### src/design/dws_pkg.sv
// Shared types, constants and helpers of the dependency wave scheduler.
// Used by every module of the block; depends on nothing.

package dws_pkg;

    // Task capacity and the widths that follow from it
    localparam int MAX_NODES     = 16;
    localparam int NODE_W        = $clog2(MAX_NODES);
    localparam int CNT_W         = $clog2(MAX_NODES + 1);
    localparam int WAVE_ITER_MAX = MAX_NODES + 2;
    localparam int ITER_W        = $clog2(WAVE_ITER_MAX + 1);
    localparam int CFG_W         = 5;

    // Command codes carried in the func field
    localparam logic [2:0] FUNC_CLEAR      = 3'd0;
    localparam logic [2:0] FUNC_ADD_EDGE   = 3'd1;
    localparam logic [2:0] FUNC_SET_STATUS = 3'd2;
    localparam logic [2:0] FUNC_INIT       = 3'd3;
    localparam logic [2:0] FUNC_ADVANCE    = 3'd4;
    localparam logic [2:0] FUNC_WIDEST     = 3'd5;

    // Task execution status codes
    localparam logic [2:0] ST_WAITING   = 3'd0;
    localparam logic [2:0] ST_EXECUTING = 3'd1;
    localparam logic [2:0] ST_SUCCEEDED = 3'd2;
    localparam logic [2:0] ST_BADDEF    = 3'd3;
    localparam logic [2:0] ST_FAILED    = 3'd4;

    // Configuration register indexes
    localparam logic CFG_USE_STATUS = 1'b0;
    localparam logic CFG_NODE_COUNT = 1'b1;

    typedef struct packed {
        logic [2:0]        func;
        logic [NODE_W-1:0] node_a;
        logic [NODE_W-1:0] node_b;
        logic [2:0]        status_value;
    } t_in_item;

    typedef struct packed {
        logic [MAX_NODES-1:0] frontier;
        logic                 more;
        logic [2:0]           node_status;
        logic [CNT_W-1:0]     widest_wave;
    } t_out_item;

    // Controller to datapath
    typedef struct packed {
        logic load_item;
        logic apply;
        logic wide_step;
        logic scan_step;
        logic adv_end;
        logic wide_end;
        logic load_out;
    } t_dp_cmd;

    // Datapath to controller
    typedef struct packed {
        logic is_advance;
        logic is_widest;
        logic scan_last;
        logic cur_zero;
        logic iter_done;
        logic out_free;
    } t_dp_status;

    // Count set bits of a wave mask
    function automatic logic [CNT_W-1:0] popcount(input logic [MAX_NODES-1:0] v);
        logic [CNT_W-1:0] cnt;
        cnt = '0;
        for (int i = 0; i < MAX_NODES; i++) begin
            cnt = cnt + CNT_W'(v[i]);
        end
        return cnt;
    endfunction

endpackage

### src/design/dws_ctrl.sv
// Sequencer of the dependency wave scheduler: applies each command, and
// scans rows and updates waves for advance and widest. Depends on dws_pkg.

module dws_ctrl (
    input  logic                i_clk,
    input  logic                i_rst_n,
    input  logic                i_in_valid,
    output logic                o_in_ready,
    input  dws_pkg::t_dp_status i_status,
    output dws_pkg::t_dp_cmd    o_cmd
);

    typedef enum logic [2:0] {
        S_IDLE,
        S_APPLY,
        S_WSTEP,
        S_SCAN,
        S_AEND,
        S_WEND,
        S_DONE
    } t_state;

    t_state r_state;
    t_state n_state;

    // Hold the state
    always_ff @(posedge i_clk) begin
        if (!i_rst_n) begin
            r_state <= S_IDLE;
        end else begin
            r_state <= n_state;
        end
    end

    assign o_in_ready = (r_state == S_IDLE);

    // Decode next state and datapath commands
    always_comb begin
        n_state = r_state;
        o_cmd   = '0;
        case (r_state)
            S_IDLE: begin
                if (i_in_valid) begin
                    o_cmd.load_item = 1'b1;
                    n_state         = S_APPLY;
                end
            end
            S_APPLY: begin
                o_cmd.apply = 1'b1;
                if (i_status.is_advance) begin
                    n_state = S_SCAN;
                end else if (i_status.is_widest) begin
                    n_state = S_WSTEP;
                end else begin
                    n_state = S_DONE;
                end
            end
            S_WSTEP: begin
                if (i_status.cur_zero || i_status.iter_done) begin
                    n_state = S_DONE;
                end else begin
                    o_cmd.wide_step = 1'b1;
                    n_state         = S_SCAN;
                end
            end
            S_SCAN: begin
                o_cmd.scan_step = 1'b1;
                if (i_status.scan_last) begin
                    n_state = i_status.is_advance ? S_AEND : S_WEND;
                end
            end
            S_AEND: begin
                o_cmd.adv_end = 1'b1;
                n_state       = S_DONE;
            end
            S_WEND: begin
                o_cmd.wide_end = 1'b1;
                n_state        = S_WSTEP;
            end
            S_DONE: begin
                if (i_status.out_free) begin
                    o_cmd.load_out = 1'b1;
                    n_state        = S_IDLE;
                end
            end
            default: begin
                n_state = S_IDLE;
            end
        endcase
    end

endmodule

### src/design/dws_datapath.sv
// Datapath of the dependency wave scheduler: graph rows, task status,
// wave masks, row scan accumulator and output register. Depends on dws_pkg.

module dws_datapath (
    input  logic                                i_clk,
    input  logic                                i_rst_n,
    input  dws_pkg::t_in_item                   i_in_item,
    input  logic                                i_cfg_we,
    input  logic                                i_cfg_index,
    input  logic [dws_pkg::CFG_W-1:0]           i_cfg_data,
    input  dws_pkg::t_dp_cmd                    i_cmd,
    output dws_pkg::t_dp_status                 o_status,
    output logic                                o_out_valid,
    input  logic                                i_out_ready,
    output dws_pkg::t_out_item                  o_out_item
);

    localparam int N  = dws_pkg::MAX_NODES;
    localparam int NW = dws_pkg::NODE_W;
    localparam int CW = dws_pkg::CNT_W;
    localparam int IW = dws_pkg::ITER_W;

    // Graph and status store
    logic [N-1:0] r_succ [N];
    logic [N-1:0] r_pred [N];
    logic [2:0]   r_status [N];
    logic [N-1:0] r_wave;
    logic [N-1:0] r_passed;
    logic         r_use_status;
    logic [CW-1:0] r_node_count;
    logic         r_out_valid;

    // Working registers of one command
    dws_pkg::t_in_item  r_item;
    dws_pkg::t_out_item r_out_item;
    logic [N-1:0]  r_cur;
    logic [N-1:0]  r_acc;
    logic [N-1:0]  r_seen;
    logic [NW-1:0] r_idx;
    logic [CW-1:0] r_best;
    logic [IW-1:0] r_iter;

    logic [CW-1:0] w_scope;
    logic [N:0]    w_sm_full;
    logic [N-1:0]  w_sm;
    logic [N-1:0]  w_wait;
    logic [N-1:0]  w_active;
    logic [N-1:0]  w_done;
    logic [N-1:0]  w_ready;
    logic [N-1:0]  w_root;
    logic [N-1:0]  w_init;
    logic [N-1:0]  w_row;
    logic [N-1:0]  w_plain_nxt;
    logic [N-1:0]  w_stat_nxt;
    logic [N-1:0]  w_wide_nxt;
    logic [CW-1:0] w_pop;
    logic          w_a_in;
    logic          w_b_in;
    logic          w_more;

    // Clamp the task count to 1..MAX_NODES and build the scope mask
    always_comb begin
        if (r_node_count == '0) begin
            w_scope = CW'(1);
        end else if (r_node_count > CW'(N)) begin
            w_scope = CW'(N);
        end else begin
            w_scope = r_node_count;
        end
    end

    assign w_sm_full = ({{N{1'b0}}, 1'b1} << w_scope) - {{N{1'b0}}, 1'b1};
    assign w_sm      = w_sm_full[N-1:0];

    // Per-task flags: status classes, roots, and all predecessors succeeded
    always_comb begin
        for (int i = 0; i < N; i++) begin
            w_wait[i]   = (r_status[i] == dws_pkg::ST_WAITING);
            w_active[i] = w_wait[i] || (r_status[i] == dws_pkg::ST_EXECUTING);
            w_done[i]   = (r_status[i] == dws_pkg::ST_SUCCEEDED);
            w_root[i]   = ((r_pred[i] & w_sm) == '0);
        end
        for (int i = 0; i < N; i++) begin
            w_ready[i] = w_active[i] && ((r_pred[i] & w_sm & ~w_done) == '0);
        end
    end

    assign w_init      = w_sm & w_root & (r_use_status ? w_wait : {N{1'b1}});
    assign w_row       = r_succ[r_idx];
    assign w_plain_nxt = r_acc & w_sm & ~r_passed;
    assign w_stat_nxt  = (r_acc & w_sm) | (r_cur & w_active);
    assign w_wide_nxt  = r_acc & w_sm & ~r_seen;
    assign w_pop       = dws_pkg::popcount(r_cur);
    assign w_a_in      = CW'(r_item.node_a) < w_scope;
    assign w_b_in      = CW'(r_item.node_b) < w_scope;

    // More work: a waiting task in status mode, an unpassed task otherwise
    assign w_more = r_use_status ? ((w_wait & w_sm) != '0)
                                 : ((r_passed & w_sm) != w_sm);

    // Status back to the sequencer
    assign o_status.is_advance = (r_item.func == dws_pkg::FUNC_ADVANCE);
    assign o_status.is_widest  = (r_item.func == dws_pkg::FUNC_WIDEST);
    assign o_status.scan_last  = (CW'(r_idx) == (w_scope - CW'(1)));
    assign o_status.cur_zero   = (r_cur == '0);
    assign o_status.iter_done  = (r_iter == IW'(dws_pkg::WAVE_ITER_MAX));
    assign o_status.out_free   = !r_out_valid || i_out_ready;

    // Store: graph, status, masks, registers and output valid
    always_ff @(posedge i_clk) begin
        if (!i_rst_n) begin
            for (int i = 0; i < N; i++) begin
                r_succ[i]   <= '0;
                r_pred[i]   <= '0;
                r_status[i] <= dws_pkg::ST_WAITING;
            end
            r_wave       <= '0;
            r_passed     <= '0;
            r_use_status <= 1'b0;
            r_node_count <= CW'(N);
            r_out_valid  <= 1'b0;
        end else begin
            if (i_cfg_we) begin
                case (i_cfg_index)
                    dws_pkg::CFG_USE_STATUS: r_use_status <= i_cfg_data[0];
                    dws_pkg::CFG_NODE_COUNT: r_node_count <= CW'(i_cfg_data);
                    default: ;
                endcase
            end
            if (i_cmd.apply) begin
                case (r_item.func)
                    dws_pkg::FUNC_CLEAR: begin
                        for (int i = 0; i < N; i++) begin
                            r_succ[i]   <= '0;
                            r_pred[i]   <= '0;
                            r_status[i] <= dws_pkg::ST_WAITING;
                        end
                        r_wave   <= '0;
                        r_passed <= '0;
                    end
                    dws_pkg::FUNC_ADD_EDGE: begin
                        if (w_a_in && w_b_in) begin
                            r_succ[r_item.node_a][r_item.node_b] <= 1'b1;
                            r_pred[r_item.node_b][r_item.node_a] <= 1'b1;
                        end
                    end
                    dws_pkg::FUNC_SET_STATUS: begin
                        if (w_a_in && (r_item.status_value <= dws_pkg::ST_FAILED)) begin
                            r_status[r_item.node_a] <= r_item.status_value;
                        end
                    end
                    dws_pkg::FUNC_INIT: begin
                        r_wave   <= w_init;
                        r_passed <= r_use_status ? '0 : w_init;
                    end
                    default: ;
                endcase
            end
            // Move the frontier to the next wave
            if (i_cmd.adv_end) begin
                if (r_use_status) begin
                    r_wave <= w_stat_nxt;
                end else begin
                    r_wave   <= w_plain_nxt;
                    r_passed <= r_passed | w_plain_nxt;
                end
            end
            // Output valid: set on load, drop when taken
            if (i_cmd.load_out) begin
                r_out_valid <= 1'b1;
            end else if (i_out_ready) begin
                r_out_valid <= 1'b0;
            end
        end
    end

    // Working registers: item, scan, wave walk and output payload
    always_ff @(posedge i_clk) begin
        if (i_cmd.load_item) begin
            r_item <= i_in_item;
        end
        if (i_cmd.apply) begin
            r_cur  <= r_wave & w_sm;
            r_acc  <= '0;
            r_idx  <= '0;
            r_seen <= '0;
            r_best <= '0;
            r_iter <= '0;
        end
        if (i_cmd.wide_step) begin
            if (w_pop > r_best) begin
                r_best <= w_pop;
            end
            r_acc <= '0;
            r_idx <= '0;
        end
        // Fold one successor row into the accumulator
        if (i_cmd.scan_step) begin
            if (r_cur[r_idx]) begin
                if (o_status.is_widest || !r_use_status) begin
                    r_acc <= r_acc | w_row;
                end else if (w_done[r_idx]) begin
                    r_acc <= r_acc | (w_row & w_ready);
                end
            end
            r_idx <= r_idx + NW'(1);
        end
        if (i_cmd.wide_end) begin
            r_cur  <= w_wide_nxt;
            r_seen <= r_seen | w_wide_nxt;
            r_iter <= r_iter + IW'(1);
        end
        if (i_cmd.load_out) begin
            r_out_item.frontier    <= r_wave;
            r_out_item.more        <= w_more;
            r_out_item.node_status <= r_status[r_item.node_a];
            r_out_item.widest_wave <= o_status.is_widest ? r_best : '0;
        end
    end

    assign o_out_valid = r_out_valid;
    assign o_out_item  = r_out_item;

endmodule

### src/design/dependency_wave_scheduler.sv
// Top level of the dependency wave scheduler: sequencer plus datapath.
// Depends on dws_pkg, dws_ctrl and dws_datapath.
//
// Usage:
//   Commands enter on the in channel (valid/ready, payload t_in_item) and
//   each gives exactly one result item on the out channel (valid/ready,
//   payload t_out_item). Two registers on the cfg port (index 0 status mode,
//   index 1 task count) are to be written by the user only while the block is idle;
//   the block itself does not enforce this. One command is worked at a
//   time; ready is high only between commands. Each command is applied
//   and its result then loaded into the output register. Advance first
//   scans the n successor rows in scope (one successor row read per
//   cycle), then moves the frontier. Widest wave takes one row scan and
//   one wave step per non-empty wave walked from the frontier (at most
//   n + 1 waves), n the task count in scope.
//   A finished result sits in the output register; a stalled receiver
//   holds it there and the block waits before loading the next result.
//   Synchronous reset empties the graph, sets all tasks waiting, clears
//   both masks, selects plain mode with 16 tasks in scope.

module dependency_wave_scheduler (
    input  logic                      i_clk,
    input  logic                      i_rst_n,
    input  logic                      i_in_valid,
    output logic                      o_in_ready,
    input  dws_pkg::t_in_item         i_in_item,
    output logic                      o_out_valid,
    input  logic                      i_out_ready,
    output dws_pkg::t_out_item        o_out_item,
    input  logic                      i_cfg_we,
    input  logic                      i_cfg_index,
    input  logic [dws_pkg::CFG_W-1:0] i_cfg_data
);

    dws_pkg::t_dp_cmd    w_cmd;
    dws_pkg::t_dp_status w_status;

    // Sequence each command
    dws_ctrl u_ctrl (
        .i_clk      (i_clk),
        .i_rst_n    (i_rst_n),
        .i_in_valid (i_in_valid),
        .o_in_ready (o_in_ready),
        .i_status   (w_status),
        .o_cmd      (w_cmd)
    );

    // Hold the graph and compute waves
    dws_datapath u_dp (
        .i_clk       (i_clk),
        .i_rst_n     (i_rst_n),
        .i_in_item   (i_in_item),
        .i_cfg_we    (i_cfg_we),
        .i_cfg_index (i_cfg_index),
        .i_cfg_data  (i_cfg_data),
        .i_cmd       (w_cmd),
        .o_status    (w_status),
        .o_out_valid (o_out_valid),
        .i_out_ready (i_out_ready),
        .o_out_item  (o_out_item)
    );

endmodule

### config.mk
export PLATFORM = sky130hd
export DESIGN_NAME = dependency_wave_scheduler
export DESIGN_NICKNAME = d
export VERILOG_FILES = /design/src/design/dws_pkg.sv /design/src/design/dws_ctrl.sv /design/src/design/dws_datapath.sv /design/src/design/dependency_wave_scheduler.sv
export SDC_FILE = /design/constraint.sdc
export NUM_CORES = 2
export LEC_CHECK = 0
export BUFFER_PORTS_ARGS = -buffer_cell sky130_fd_sc_hd__buf_2
export CAP_MARGIN = 20
export CELL_PAD_IN_SITES_DETAIL_PLACEMENT = 1
export CELL_PAD_IN_SITES_GLOBAL_PLACEMENT = 1
export CORE_MARGIN = 8
export CORE_UTILIZATION = 55
export CTS_BUF_LIST = sky130_fd_sc_hd__clkbuf_8
export DETAILED_ROUTE_END_ITERATION = 7
export GPL_TIMING_DRIVEN = 0
export PLACE_DENSITY_LB_ADDON = 0.3
export REMOVE_ABC_BUFFERS = 1
export SLEW_MARGIN = 20
export SYNTH_ARGS = -nofsm -noshare
export SYNTH_HDL_FRONTEND = slang
export SYNTH_SLANG_ARGS = --single-unit
### constraint.sdc
create_clock -name i_clk -period 8.3 [get_ports i_clk]
set_input_delay 0.415 -clock i_clk [delete_from_list [all_inputs] [get_ports i_clk]]
set_output_delay 0.415 -clock i_clk [all_outputs]
set_load 0.05 [all_outputs]
==> impl_metrics.py <==
metrics = {
    "worst_setup_path": {
        "endpoint_of_the_most_critical_setup_path": "u_dp.r_acc[5]",
        "worstPathMaxFanout": 26,
        "critical_path.endpoint_type": "register",
        "cell_at_the_slowest_stage_of_the_critical_path": "sky130_fd_sc_hd__ha_1",
        "crit_top_cell": "sky130_fd_sc_hd__clkinv_1",
        "timing.critical_path.buf_inv": 3,
        "critical_path_required_ns": 8.98,
        "worst_path_class_setup": "register to register",
        "regToRegEndpoint": "u_dp.r_acc[5]",
        "worstPathArrival_ns": 8.50,
        "cp.depth": 13,
        "timing.critical_path.from_type": "register",
        "path_delay_family": "simple AND/OR/NAND/NOR gates",
        "rrSetupSlack_ns": 0.48,
        "largest_stage_delay_on_the_critical_path_ns": 0.82,
        "crit_start": "u_dp.r_node_count[4]",
        "reg2regPathDepth": 13,
        "worst_r2r_startpoint": "u_dp.r_node_count[4]",
        "path_cells": "clkinv_1, o21ai_1, ha_1, nor4b_4, clkinv_1, ha_1, clkinv_1, a21oi_1, nand4_1, nand2_1, a222oi_1, nor4b_1, o31a_1",
    },
    "synth": {
        "synth_top_family_by_area": "compound AO/OA/AOI/OAI gates",
        "postSynthCellCount": 3547,
        "synth_sequential_area_ratio_pct": 48.0,
        "synthAdderAreaFrac_pct": 1.70,
        "asyncSetResetFlopFracSynth_pct": 0,
        "syn_area_per_cell_um2": 9.07,
        "synth.mux.area_fraction_pct": 6.11,
        "synthFlopType": "sky130_fd_sc_hd__dfxtp_1",
        "synth_edf_count": 128,
        "yosys_register_bits": 707,
        "ys_types": 105,
        "post_synth_instance_area_mm2": 0.0322,
        "synth_compound_gate_area_share_pct": 22.0,
        "synth.yosys.warnings": 0,
        "synthXorXnorAreaFrac_pct": 0.568,
        "yosys.area_share.simple_pct": 17.4,
    },
    "clocking": {
        "cts_root_buf": "sky130_fd_sc_hd__clkbuf_8",
        "postCtsSetupRepairBufs": 0,
        "clockBufferDepth": 3,
        "clk_latency_ns": 0.78,
        "cts_tree": "done",
        "cts.sink_count": 707,
        "cts-buffers-inserted": 115,
        "h_tree_level_count": 3,
        "cts_resized": 0,
        "clkSlewWorstSetupHoldPaths_ns": 0.07,
    },
    "layout": {
        "layout.nets": 3634,
        "layout.cell_area.non_filler_mm2": 0.0366,
        "mostFrequentLayoutCell": "sky130_fd_sc_hd__nand2_1",
        "most-common-layout-cells": "731 x sky130_fd_sc_hd__nand2_1, 608 x sky130_fd_sc_hd__o21ai_0, 571 x sky130_fd_sc_hd__dfxtp_1",
        "layout_overhead_on_the_synthesized_area_pct": 13.9,
        "drive_above_1_share_pct": 13.3,
    },
    "routing": {
        "post_drt_via_cell_ratio": 7.29,
        "detail-route-antenna-nets": 0,
        "route.detailed.drc": 0,
        "routed_wire_length_per_instance_um": 34.3,
        "drt-initial-drc-count": 4611,
        "drt_first_pass_iters": 7,
        "wl_um": 152000,
        "num_vias": 32300,
    },
    "global_route": {
        "first_pass_grt_wire_length_um": 217000,
        "grt_pass1_vias": 32600,
        "grt_antenna_before_repair": 10,
        "overflow": 0,
        "grt_util_all_layers_pct": 43.8,
        "grt_start_max_net_pins": 61,
    },
    "power_and_ir_drop": {
        "comb_power_share_pct": 31.1,
        "netSwitchingFraction_pct": 37.8,
        "power.clock.fraction_pct": 30.2,
        "total_power_uw": 10500,
        "power_leakage_uw": 0.0126,
        "worst_vdd_rail_ir_drop_v": 0.000512,
        "seq_power_share_pct": 38.7,
        "power_report.internal_total_uw": 6510,
        "p_per_area_mw_per_mm2": 286,
        "total_switching_power_uw": 3960,
    },
    "sta": {
        "max_clock_freq_mhz": 128,
        "max_slew.worst_pin.slew_ns": 1.33,
        "final_hold_viol_count": 0,
        "slew_viol_final": 0,
        "final_min_period_over_clock_period_pct": 94.2,
        "period_needed_ns": 7.82,
        "slew-limit-headroom_pct": 11.4,
        "finalHoldWorstSlack_ns": 0.0192,
        "setup_viol_count_final": 0,
        "timing.clock.skew_ns": 0.0784,
        "grt_setup_unrepaired": "no",
    },
    "place": {
        "placement.io_buffers": 51,
        "dp_hpwl_um": 105000,
        "gp_congestion": 1.04,
        "postPlaceCellArea_mm2": 0.0340,
    },
    "floorplan": {
        "die-width_um": 258,
        "die_height_um": 258,
        "io-pin-count": 52,
        "coreArea_mm2": 0.0578,
        "std_cell_rows": 88,
        "initial_utilization_pct": 55.6,
        "die-area_mm2": 0.0665,
    },
    "outcome": {
        "status": "completed",
    },
    "hold_path": {
        "timing.hold.worst.class": "input pin to register",
    },
    "flow_run": {
        "max_cap_viol_count": 0,
    },
}
[state kept, by name (all words and copies together), names as in the netlist, named ones only]
signal and cells:
u_dp.r_status 48, u_dp.r_pred 256, u_dp.r_iter 5, u_dp.r_cur 16, u_dp.r_best 5, u_dp.r_seen 16
u_dp.r_passed 16, u_dp.r_idx 4, u_dp.r_succ 256, u_dp.o_out_valid 1, u_dp.r_node_count 5, u_dp.o_out_item 25
u_ctrl.r_state 3, u_dp.r_item 14, u_dp.r_use_status 1, u_dp.r_wave 16, u_dp.r_acc 16
[worst min-delay path, delay by kind of cell]
kind,cells,cell delay [ns]
simple gates,1,0.13
buf+inv,1,0.07
compound gates,1,0.11
[kinds of logic (layout without fill, tap and decap cells)]
group,Yosys count,count (layout)
other,0,6
buffers and inverters,318,430
adder cells (fa/ha/maj),38,38
AND/OR/NAND/NOR,1234,1234
XOR/XNOR,20,20
flip-flops,707,707
multiplexers,122,122
AO/OA/AOI/OAI,1108,1108
[cells in the mapped netlist, drive strengths merged, types with 23 or more instances]
master	count	area share, %
inv	59	0.69
a22o	25	0.68
nand4	38	0.74
nor2	175	2.0
a22oi	47	1.1
mux4	59	4.1
nand3	50	0.78
nor3b	30	0.72
nor2b	25	0.49
a222oi	32	1.0
mux2i	59	1.8
clkbuf	191	2.2
o21ai	618	9.6
and2	23	0.45
nand2	733	8.6
buf	65	1.3
a221o	27	0.84
edfxtp	128	12
nor3	26	0.44
dfxtp	579	36
and3	32	0.62
a221oi	67	1.8
a21oi	92	1.4
ha	27	1.1
[per-stage QoR]
stage               util [%]  worst slack, ns  std cells  setup TNS, ns
finish                  63.4            0.479       4430              0
global route            63.3            0.540       4426              0
CTS                     63.2            0.515       4422              0
detailed placement      58.8            0.518       4197              0
global placement        55.8           -10.57       4107       -4130.63
floorplan                  -            -4.44       3291       -1248.97
[how the worst min path moves through the flow]
stage,startpoint,end,slack (ns),cells after the start
after floorplan,u_dp.r_succ[10][10],u_dp.r_succ[10][10],0.42,2
after global placement,u_dp.r_succ[3][7],u_dp.r_succ[3][7],0.43,2
after detailed placement,u_dp.r_succ[7][14],u_dp.r_succ[7][14],0.44,2
after CTS,i_cfg_we,u_dp.r_node_count[1],0.0002,3
after global routing,i_cfg_index,u_dp.r_node_count[2],0.06,3
final,i_out_ready,u_dp.o_out_valid,0.02,3
[power by group through the flow]
stage / clock network, µW / logic, µW / registers, µW
after floorplan: 0 / 1720 / 4020
after global placement: 0 / 2570 / 4230
after detailed placement: 0 / 3040 / 4100
after CTS: 3140 / 3100 / 4030
after global routing: 3290 / 3380 / 4050
final: 3170 / 3250 / 4050
[cell type report]
cell class	instances	area, µm²
sequential	707	15400
antenna	6	15.0
tap	765	957
timing repair buffer	164	1880
multi-input combinational	2522	15800
fill	6461	21200
clock inverter	64	404
clock buffer	140	1930
inverter	62	233
[layer usage]
metal  part of all wire (%)  wire length (µm)  GRT usage, %  up-vias
met5                  0.067               102             0        -
met3                     14             20800          16.7      885
met4                    9.5             14500          33.4       10
met2                     42             63800          65.3     2598
met1                     35             52800          50.8    15800
li1                       -                 -             -    13000
[what timing repair did]
item | CTS | global route
setup endpoints to repair | 0 | 0
endpoints found under the hold margin | 20 | 0
hold buffers | 21 | 0
No activity file was read; power rests on OpenSTA's default activity.
